File: src/rtl/rlsv_pkg.sv
`default_nettype none
package rlsv_pkg;

	localparam int OFFSET_BITS_DEF = 32;

	localparam int CFG_W = 32;
	localparam int CFG_IDX_W = 2;

	typedef enum logic [CFG_IDX_W-1:0] {
		REG_QUOTA   = 2'd0,
		REG_MAX_LEN = 2'd1,
		REG_VERSION = 2'd2
	} reg_idx_t;

	typedef enum logic {
		CMD_BYTE = 1'b0,
		CMD_EOF  = 1'b1
	} cmd_t;

	typedef enum logic [2:0] {
		ST_RECORD    = 3'd0,
		ST_END_CLEAN = 3'd1,
		ST_END_BAD   = 3'd2,
		ST_TOO_LONG  = 3'd3,
		ST_QUOTA     = 3'd4
	} status_t;

	typedef enum logic [4:0] {
		PH_HEADER  = 5'b00001,
		PH_PAYLOAD = 5'b00010,
		PH_TRAILER = 5'b00100,
		PH_DISCARD = 5'b01000,
		PH_HALTED  = 5'b10000
	} phase_t;

	localparam logic [31:0] HASH_BASIS = 32'd2166136261;
	localparam logic [31:0] HASH_PRIME = 32'd16777619;
	localparam logic [32:0] FRAME_OVERHEAD = 33'd20;
	localparam logic [31:0] QUOTA_RST = 32'hFFFF_FFFF;
	localparam logic [31:0] MAX_LEN_RST = 32'hFFFF_FFFF;
	localparam logic [31:0] VERSION_RST = 32'd1;

	localparam logic [7:0] MAGIC [4] = '{8'h4D, 8'h4C, 8'h53, 8'h31};

	typedef struct packed {
		logic [31:0] discarded_bytes;
		logic [31:0] payload_length;
		logic [31:0] prefix_bytes;
		logic [31:0] good_records;
	} out_data_t;

	typedef struct packed {
		logic    tail_cut;
		status_t status;
	} out_user_t;

endpackage
`default_nettype wire

File: src/rtl/record_log_scan_validator.sv
// record log scan validator
// input stream: one word per file byte (s_tuser = 0, byte in s_tdata) and one
// end-of-file word (s_tuser = 1). output stream: one word per accepted record,
// per length or quota halt, and per end-of-file summary (none after a halt).
// configuration: cfg_we with cfg_index 0 quota, 1 max payload length, 2 version;
// write only while the block is idle.
// a word is registered on entry and its result, if any, is written to the
// output register when the scan state advances, which waits while a held
// result is not taken; m_tvalid is driven from the output register.
// throughput: one input word per cycle while no result is held; the fnv-1a
// step (one constant multiply) and the header/trailer checks each fit in the
// single stage between the entry register and the output register.
// reset: registers take their reset values, the scan starts at a record header
// with zero counts, both streams are empty.
// stall: while m_tready is low the result is held; the entry register still
// takes one more word if it is empty, and then s_tready drops until the result is taken.
`default_nettype none
module record_log_scan_validator #(
	parameter int OFFSET_BITS = rlsv_pkg::OFFSET_BITS_DEF
) (
	input  wire                               clk,
	input  wire                               arst_n,
	input  wire                               cfg_we,
	input  wire  [rlsv_pkg::CFG_IDX_W-1:0]    cfg_index,
	input  wire  [rlsv_pkg::CFG_W-1:0]        cfg_data,
	input  wire                               s_tvalid,
	output logic                              s_tready,
	input  wire  [7:0]                        s_tdata,   // data_byte
	input  wire                               s_tuser,   // command
	output logic                              m_tvalid,
	input  wire                               m_tready,
	output logic [127:0]                      m_tdata,   // good_records, prefix_bytes,
	                                                     // payload_length, discarded_bytes
	output logic [3:0]                        m_tuser    // status[2:0], tail_cut
);

	localparam int W = OFFSET_BITS;
	localparam int SW = ((W > 33) ? W : 33) + 1;
	localparam logic [31:0] CNT_LIM = (W >= 32) ? 32'hFFFF_FFFF :
		32'((64'd1 << W) - 64'd1);

	logic [31:0] quota_q, max_len_q, version_cfg_q;

	logic       valid_s1;
	logic       cmd_s1;
	logic [7:0] byte_s1;
	logic       advance;

	rlsv_pkg::phase_t phase_q, phase_d;
	logic [3:0]  field_q, field_d;
	logic [31:0] version_q, version_d;
	logic [31:0] decl_q, decl_d;
	logic        hi_q, hi_d;
	logic [31:0] remain_q, remain_d;
	logic [31:0] hash_q, hash_d;
	logic [31:0] trailer_q, trailer_d;
	logic [31:0] count_q, count_d;
	logic [W-1:0] prefix_q, prefix_d;
	logic [W-1:0] total_q, total_d;
	logic [W-1:0] end_q, end_d;
	logic        tail_q, tail_d;

	logic                   emit;
	rlsv_pkg::out_data_t    res_data;
	rlsv_pkg::out_user_t    res_user;
	rlsv_pkg::out_data_t    out_data_q;
	rlsv_pkg::out_user_t    out_user_q;
	logic                   out_valid_q;

	logic [31:0]   hash_mix, hash_mul;
	logic [31:0]   version_word, trailer_word;
	logic          hi_now;
	logic [32:0]   rec_len;
	logic [SW-1:0] end_full;
	logic          end_ovf;
	logic          too_long;
	logic          over_quota;
	logic [W-1:0]  diff;
	logic [31:0]   disc;
	logic          bad;

	// configuration
	always_ff @(posedge clk or negedge arst_n) begin
		if (!arst_n) begin
			quota_q       <= rlsv_pkg::QUOTA_RST;
			max_len_q     <= rlsv_pkg::MAX_LEN_RST;
			version_cfg_q <= rlsv_pkg::VERSION_RST;
		end else if (cfg_we) begin
			unique case (cfg_index)
				rlsv_pkg::REG_QUOTA:   quota_q       <= cfg_data;
				rlsv_pkg::REG_MAX_LEN: max_len_q     <= cfg_data;
				rlsv_pkg::REG_VERSION: version_cfg_q <= cfg_data;
				default: ;
			endcase
		end
	end

	assign advance  = valid_s1 && (!out_valid_q || m_tready);
	assign s_tready = !valid_s1 || advance;

	// entry register
	always_ff @(posedge clk or negedge arst_n) begin
		if (!arst_n) begin
			valid_s1 <= 1'b0;
		end else if (s_tready) begin
			valid_s1 <= s_tvalid;
		end
	end

	always_ff @(posedge clk) begin
		if (s_tvalid && s_tready) begin
			cmd_s1  <= s_tuser;
			byte_s1 <= s_tdata;
		end
	end

	assign hash_mix     = hash_q ^ {24'd0, byte_s1};
	assign hash_mul     = hash_mix * rlsv_pkg::HASH_PRIME;
	assign version_word = {byte_s1, version_q[31:8]};
	assign trailer_word = {byte_s1, trailer_q[31:8]};
	assign hi_now       = hi_q || (byte_s1 != 8'd0);
	assign rec_len      = {1'b0, decl_q} + rlsv_pkg::FRAME_OVERHEAD;
	assign end_full     = SW'(prefix_q) + SW'(rec_len);
	assign end_ovf      = (end_full >> W) != '0;
	assign too_long     = hi_now || (decl_q > max_len_q) ||
		((W < 32) && ((decl_q >> W) != '0));
	assign over_quota   = SW'(end_q) > SW'(quota_q);
	assign diff         = (total_q >= prefix_q) ? (total_q - prefix_q) : '0;
	assign disc         = ((W > 32) && ((diff >> 32) != '0)) ? 32'hFFFF_FFFF : 32'(diff);
	assign bad          = tail_q || (phase_q != rlsv_pkg::PH_HEADER) || (field_q != 4'd0);

	always_comb begin
		phase_d   = phase_q;
		field_d   = field_q;
		version_d = version_q;
		decl_d    = decl_q;
		hi_d      = hi_q;
		remain_d  = remain_q;
		hash_d    = hash_q;
		trailer_d = trailer_q;
		count_d   = count_q;
		prefix_d  = prefix_q;
		total_d   = total_q;
		end_d     = end_q;
		tail_d    = tail_q;
		emit      = 1'b0;
		res_user.status         = rlsv_pkg::ST_RECORD;
		res_user.tail_cut       = 1'b0;
		res_data.good_records    = count_q;
		res_data.prefix_bytes    = 32'(prefix_q);
		res_data.payload_length  = 32'd0;
		res_data.discarded_bytes = 32'd0;

		if (cmd_s1 == rlsv_pkg::CMD_EOF) begin
			if (phase_q != rlsv_pkg::PH_HALTED) begin
				emit = 1'b1;
				res_user.status = bad ? rlsv_pkg::ST_END_BAD : rlsv_pkg::ST_END_CLEAN;
				res_user.tail_cut        = bad && (disc != 32'd0);
				res_data.discarded_bytes = disc;
			end
			// rearm
			phase_d   = rlsv_pkg::PH_HEADER;
			field_d   = 4'd0;
			version_d = 32'd0;
			decl_d    = 32'd0;
			hi_d      = 1'b0;
			remain_d  = 32'd0;
			hash_d    = rlsv_pkg::HASH_BASIS;
			trailer_d = 32'd0;
			count_d   = 32'd0;
			prefix_d  = '0;
			total_d   = '0;
			tail_d    = 1'b0;
		end else if (phase_q != rlsv_pkg::PH_HALTED) begin
			if (!(&total_q)) begin
				total_d = total_q + W'(1);
			end
			unique case (phase_q)
				rlsv_pkg::PH_PAYLOAD: begin
					hash_d   = hash_mul;
					remain_d = remain_q - 32'd1;
					if (remain_q == 32'd1) begin
						field_d   = 4'd0;
						trailer_d = 32'd0;
						phase_d   = rlsv_pkg::PH_TRAILER;
					end
				end
				rlsv_pkg::PH_TRAILER: begin
					trailer_d = trailer_word;
					field_d   = {2'b00, field_q[1:0]} + 4'd1;
					if (field_q[1:0] == 2'd3) begin
						if (hash_q != trailer_word) begin
							tail_d  = 1'b1;
							phase_d = rlsv_pkg::PH_DISCARD;
						end else if (over_quota) begin
							phase_d = rlsv_pkg::PH_HALTED;
							emit    = 1'b1;
							res_user.status = rlsv_pkg::ST_QUOTA;
						end else begin
							prefix_d = end_q;
							res_data.prefix_bytes = 32'(end_q);
							emit = 1'b1;
							if (count_q >= CNT_LIM) begin
								phase_d = rlsv_pkg::PH_HALTED;
								res_user.status = rlsv_pkg::ST_QUOTA;
							end else begin
								count_d = count_q + 32'd1;
								res_data.good_records   = count_q + 32'd1;
								res_data.payload_length = decl_q;
								phase_d   = rlsv_pkg::PH_HEADER;
								field_d   = 4'd0;
								version_d = 32'd0;
								decl_d    = 32'd0;
								hi_d      = 1'b0;
								remain_d  = 32'd0;
								hash_d    = rlsv_pkg::HASH_BASIS;
								trailer_d = 32'd0;
							end
						end
					end
				end
				rlsv_pkg::PH_DISCARD: ;
				rlsv_pkg::PH_HEADER: begin
					field_d = field_q + 4'd1;
					if (field_q < 4'd4) begin
						if (byte_s1 != rlsv_pkg::MAGIC[field_q[1:0]]) begin
							tail_d  = 1'b1;
							phase_d = rlsv_pkg::PH_DISCARD;
						end
					end else if (field_q < 4'd8) begin
						version_d = version_word;
						if ((field_q == 4'd7) && (version_word != version_cfg_q)) begin
							tail_d  = 1'b1;
							phase_d = rlsv_pkg::PH_DISCARD;
						end
					end else if (field_q < 4'd12) begin
						decl_d = {byte_s1, decl_q[31:8]};
					end else begin
						hi_d = hi_now;
						if (field_q == 4'd15) begin
							if (too_long) begin
								phase_d = rlsv_pkg::PH_HALTED;
								emit    = 1'b1;
								res_user.status = rlsv_pkg::ST_TOO_LONG;
							end else if (end_ovf) begin
								phase_d = rlsv_pkg::PH_HALTED;
								emit    = 1'b1;
								res_user.status = rlsv_pkg::ST_QUOTA;
							end else begin
								end_d     = end_full[W-1:0];
								remain_d  = decl_q;
								hash_d    = rlsv_pkg::HASH_BASIS;
								field_d   = 4'd0;
								trailer_d = 32'd0;
								phase_d   = (decl_q == 32'd0) ? rlsv_pkg::PH_TRAILER :
									rlsv_pkg::PH_PAYLOAD;
							end
						end
					end
				end
				default: ;
			endcase
		end
	end

	// scan state
	always_ff @(posedge clk or negedge arst_n) begin
		if (!arst_n) begin
			phase_q   <= rlsv_pkg::PH_HEADER;
			field_q   <= 4'd0;
			version_q <= 32'd0;
			decl_q    <= 32'd0;
			hi_q      <= 1'b0;
			remain_q  <= 32'd0;
			hash_q    <= rlsv_pkg::HASH_BASIS;
			trailer_q <= 32'd0;
			count_q   <= 32'd0;
			prefix_q  <= '0;
			total_q   <= '0;
			tail_q    <= 1'b0;
		end else if (advance) begin
			phase_q   <= phase_d;
			field_q   <= field_d;
			version_q <= version_d;
			decl_q    <= decl_d;
			hi_q      <= hi_d;
			remain_q  <= remain_d;
			hash_q    <= hash_d;
			trailer_q <= trailer_d;
			count_q   <= count_d;
			prefix_q  <= prefix_d;
			total_q   <= total_d;
			tail_q    <= tail_d;
		end
	end

	always_ff @(posedge clk) begin
		if (advance) begin
			end_q <= end_d;
		end
	end

	// output register
	always_ff @(posedge clk or negedge arst_n) begin
		if (!arst_n) begin
			out_valid_q <= 1'b0;
		end else if (advance && emit) begin
			out_valid_q <= 1'b1;
		end else if (m_tready) begin
			out_valid_q <= 1'b0;
		end
	end

	always_ff @(posedge clk) begin
		if (advance && emit) begin
			out_data_q <= res_data;
			out_user_q <= res_user;
		end
	end

	assign m_tvalid = out_valid_q;
	assign m_tdata  = out_data_q;
	assign m_tuser  = out_user_q;

endmodule
`default_nettype wire

File: config.mk
export PLATFORM = sky130hd
export DESIGN_NAME = record_log_scan_validator
export DESIGN_NICKNAME = d
export VERILOG_FILES = /design/src/rtl/rlsv_pkg.sv /design/src/rtl/record_log_scan_validator.sv
export SDC_FILE = /design/constraint.sdc
export NUM_CORES = 2
export LEC_CHECK = 0
export ABC_AREA = 1
export BUFFER_PORTS_ARGS = -buffer_cell sky130_fd_sc_hd__buf_2
export CAP_MARGIN = 10
export CORE_ASPECT_RATIO = 1.4
export CORE_MARGIN = 2
export CORE_UTILIZATION = 45
export CTS_CLUSTER_DIAMETER = 150
export CTS_CLUSTER_SIZE = 25
export DETAILED_ROUTE_END_ITERATION = 10
export HOLD_SLACK_MARGIN = 0.15
export PLACE_DENSITY = 0.6
export REMOVE_ABC_BUFFERS = 1
export SETUP_SLACK_MARGIN = 0.5
export SLEW_MARGIN = 20
export SYNTH_ARGS = -nofsm -noshare
export SYNTH_HDL_FRONTEND = slang
export SYNTH_SLANG_ARGS = --single-unit
File: constraint.sdc
create_clock -name clk -period 6.7 [get_ports clk]
set_input_delay 0.67 -clock clk [delete_from_list [all_inputs] [get_ports clk]]
set_output_delay 0.67 -clock clk [all_outputs]
set_load 0.02 [all_outputs]
==> flow_summary_export.csv <==
group,metric,value,unit
floorplan,die_h,344,microns
final_layout,largest_reg_flops,128,
final_layout,drive_gt1_frac,0.0829,
setup_path,path_max_fanout,8,
floorplan,fp.coreArea,81600,sq um
timing,layout_min_cycle_time,5.95,ns
clock_tree,clock_latency,0.63,ns
timing,fmax,0.168,GHz
setup_path,end_kind,"flip-flop",
setup_path,cp.required,7.23,ns
grt,busiest_layer,"met2",
route,routed_wl,115000,microns
flow_run,max_cap_violations,0,
floorplan,ios,182,
timing,fin_crit_sh,0.888,
final_layout,fin_nets,5286,
clock_tree,postCtsSetupBuffers,0,
timing,hold_violations,0,
route,drt_iter0_drc,1779,
synth,synth_warnings,0,
synth,synth_cells,4705,
floorplan,start_util,0.455,
timing,setup_violations,0,
route,ant_nets,0,
grt,grtUsageMet2,0.521,
timing,worstMarginPinSlew,1.07,ns
grt,use_met3,0.0182,
synth,avgSynthCellArea,7.89,sq um
clock_tree,cts_buffer_depth,3,
grt,track_usage,0.275,
grt,grt_pass1_wl,178000,microns
synth,ys_seq_elements,522,
clock_tree,root_buffer,"clkbuf_16",
clock_tree,numClockSinks,522,
grt,antenna_found_initial,0,
status,status,"completed",
setup_path,crit_type,"reg -> reg",
route,vias_per_cell,5.25,
clock_tree,numCtsBuffers,24,
route,firstDrtPassIters,7,
placed_design,place_congestion,0.975,
final_layout,area.growth.synth_to_final,6.80,%
setup_path,cp.arrival,6.48,ns
route,vias,31000,
floorplan,num_rows,124,
floorplan,die_w,247,microns
timing,max_slew_margin,0.278,
grt,met1_usage,0.296,
grt,overflow,0,
synth,synth.distinct_cells,60,
grt,grt_max_degree,140,
clock_tree,clkTransAtPathRegs,0.12,ns
placed_design,io_buffers,181,
route,route.detailed.drc,0,
timing,fin_worst_skew,0.0400,ns
route,routedWlPerCell,19.6,microns
floorplan,dieArea,84800,sq um
placed_design,dpl.hpwl,91900,microns
final_layout,fillCellCount,8277,
clock_tree,cts-htree-levels,1,
final_layout,final_common_cell,"nand2_1",
synth,synth_area,37100,sq um
setup_path,worstSetupStartpointType,"flip-flop",
worst_hold_path,hold_class,"in -> reg",
grt,grt_pass1_vias,31200,
timing,final-max-slew-violation-count,0,
synth,yosysSeqAreaShare,0.378,
timing,setup_tns,0,ns
final_layout,final_cell_mix,"nand2_1, inv_1, ha_1, nor2_1, o21ai_0",
timing,rsz0062_at_grt,"false",
final_layout,n_antenna_cell,0,
clock_tree,cts_tree,"done",
[final cells by class]
| cell class | count | area [sq um] | share of cell area |
|---|---|---|---|
| multi-input cells | 3309 | 19600 | 0.494 |
| flip-flops and latches | 522 | 14000 | 0.354 |
| inverters | 741 | 2790 | 0.0703 |
| well taps | 1071 | 1340 | 0.0338 |
| repair buffers | 212 | 1190 | 0.0300 |
| clock buffers | 43 | 693 | 0.0175 |
| clock inverters | 1 | 5.00 | 0.000126 |
[per-stage QoR]
step                cell area (sq um)  hold WS [ns]  utilization  std cells  worst slack, ns
finish                          39600         0.222        0.486       5899            0.751
global route                    39600         0.207        0.486       5899            0.511
CTS                             39600         0.180        0.486       5899            0.743
floorplan                       36400         0.374            -       4572             1.53
detailed placement              38900         0.464        0.477       5854            0.758
global placement                38900         0.456        0.477       5854            0.807
[cells in the mapped netlist (all sizes together)]
cell,instances,area [sq um]
a2111oi,1,15.0
a211o,1,8.76
a211oi,1,7.51
a21boi,2,15.0
a21o,8,60.1
a21oi,159,800
a31oi,4,25.0
and2,5,33.8
and3,2,12.5
buf,72,510
clkbuf,61,230
clkinv,2,8.75
dfrtp,269,6730
dfstp,80,2100
edfxtp,173,5190
fa,76,1520
ha,352,4400
inv,739,2770
mux2i,1,10.0
nand2,1255,4760
nand3,284,1440
nand3b,10,75.1
nand4,61,394
nor2,344,1310
nor3,70,377
nor3b,3,22.5
nor4,34,213
o2111ai,1,8.76
o211ai,6,45.0
o21a,9,67.6
o21ai,376,1920
o21bai,8,60.1
o221ai,2,17.5
o22ai,10,62.6
o31ai,21,158
o41ai,1,8.76
or2,26,163
xnor2,74,648
xor2,102,893
[worst paths after layout]
| check | from | to | slack, ns | depth (start not counted) |
|---|---|---|---|---|
| max in group asynchronous | arst_n | remain_q[11] | 4.94 | 3 |
| worst max register to register | byte_s1[3] | hash_q[26] | 0.75 | 21 |
| worst min register to register | remain_q[31] | remain_q[31] | 0.49 | 2 |
| worst min-delay path | s_tuser | cmd_s1 | 0.22 | 1 |
| min in group asynchronous | arst_n | prefix_q[30] | 0.56 | 2 |
| worst max-delay path | byte_s1[3] | hash_q[26] | 0.75 | 21 |
[metal layers]
layer	vias up	share of wire
met5	-	0
met4	0	0.071
met3	264	0.030
met2	715	0.53
met1	14600	0.37
li1	15400	-
[cell families (layout without fill, tap and decap cells)]
logic type	after synthesis	in the layout	share of synthesized area
DFF	522	522	0.378
and+or+nand+nor	2094	2094	0.237
xor gates and xnor gates	176	176	0.0415
AOI/OAI and AO/OA	610	610	0.0884
muxes	1	1	0.000270
adders and majority gates	428	428	0.160
buffers and inverters	874	997	0.0949
[what timing repair did]
item / CTS / global route
hold buffers: 1 / 0
hold endpoints to repair: 29 / 0
setup endpoints to repair: 0 / 1
resized for setup: 0 / 1
[worst max-delay path, stage by stage (launching register included)]
cell and delay (ns):
edfxtp_1 0.58, xor2_1 0.68, ha_1 0.36, ha_1 0.31, fa_1 0.45, ha_1 0.23
fa_1 0.49, ha_1 0.29, inv_1 0.05, fa_1 0.53, inv_1 0.05, ha_1 0.37
a21oi_1 0.24, inv_1 0.06, a31oi_1 0.41, o21ai_0 0.20, nand2_1 0.09, nand3_1 0.11
xnor2_1 0.16, nor2_1 0.05, nand3_1 0.11, nand2_1 0.06
Power is left out: the tool's default activity adds up to more than one toggle a clock period on the data nets, which glitch-free logic cannot reach.
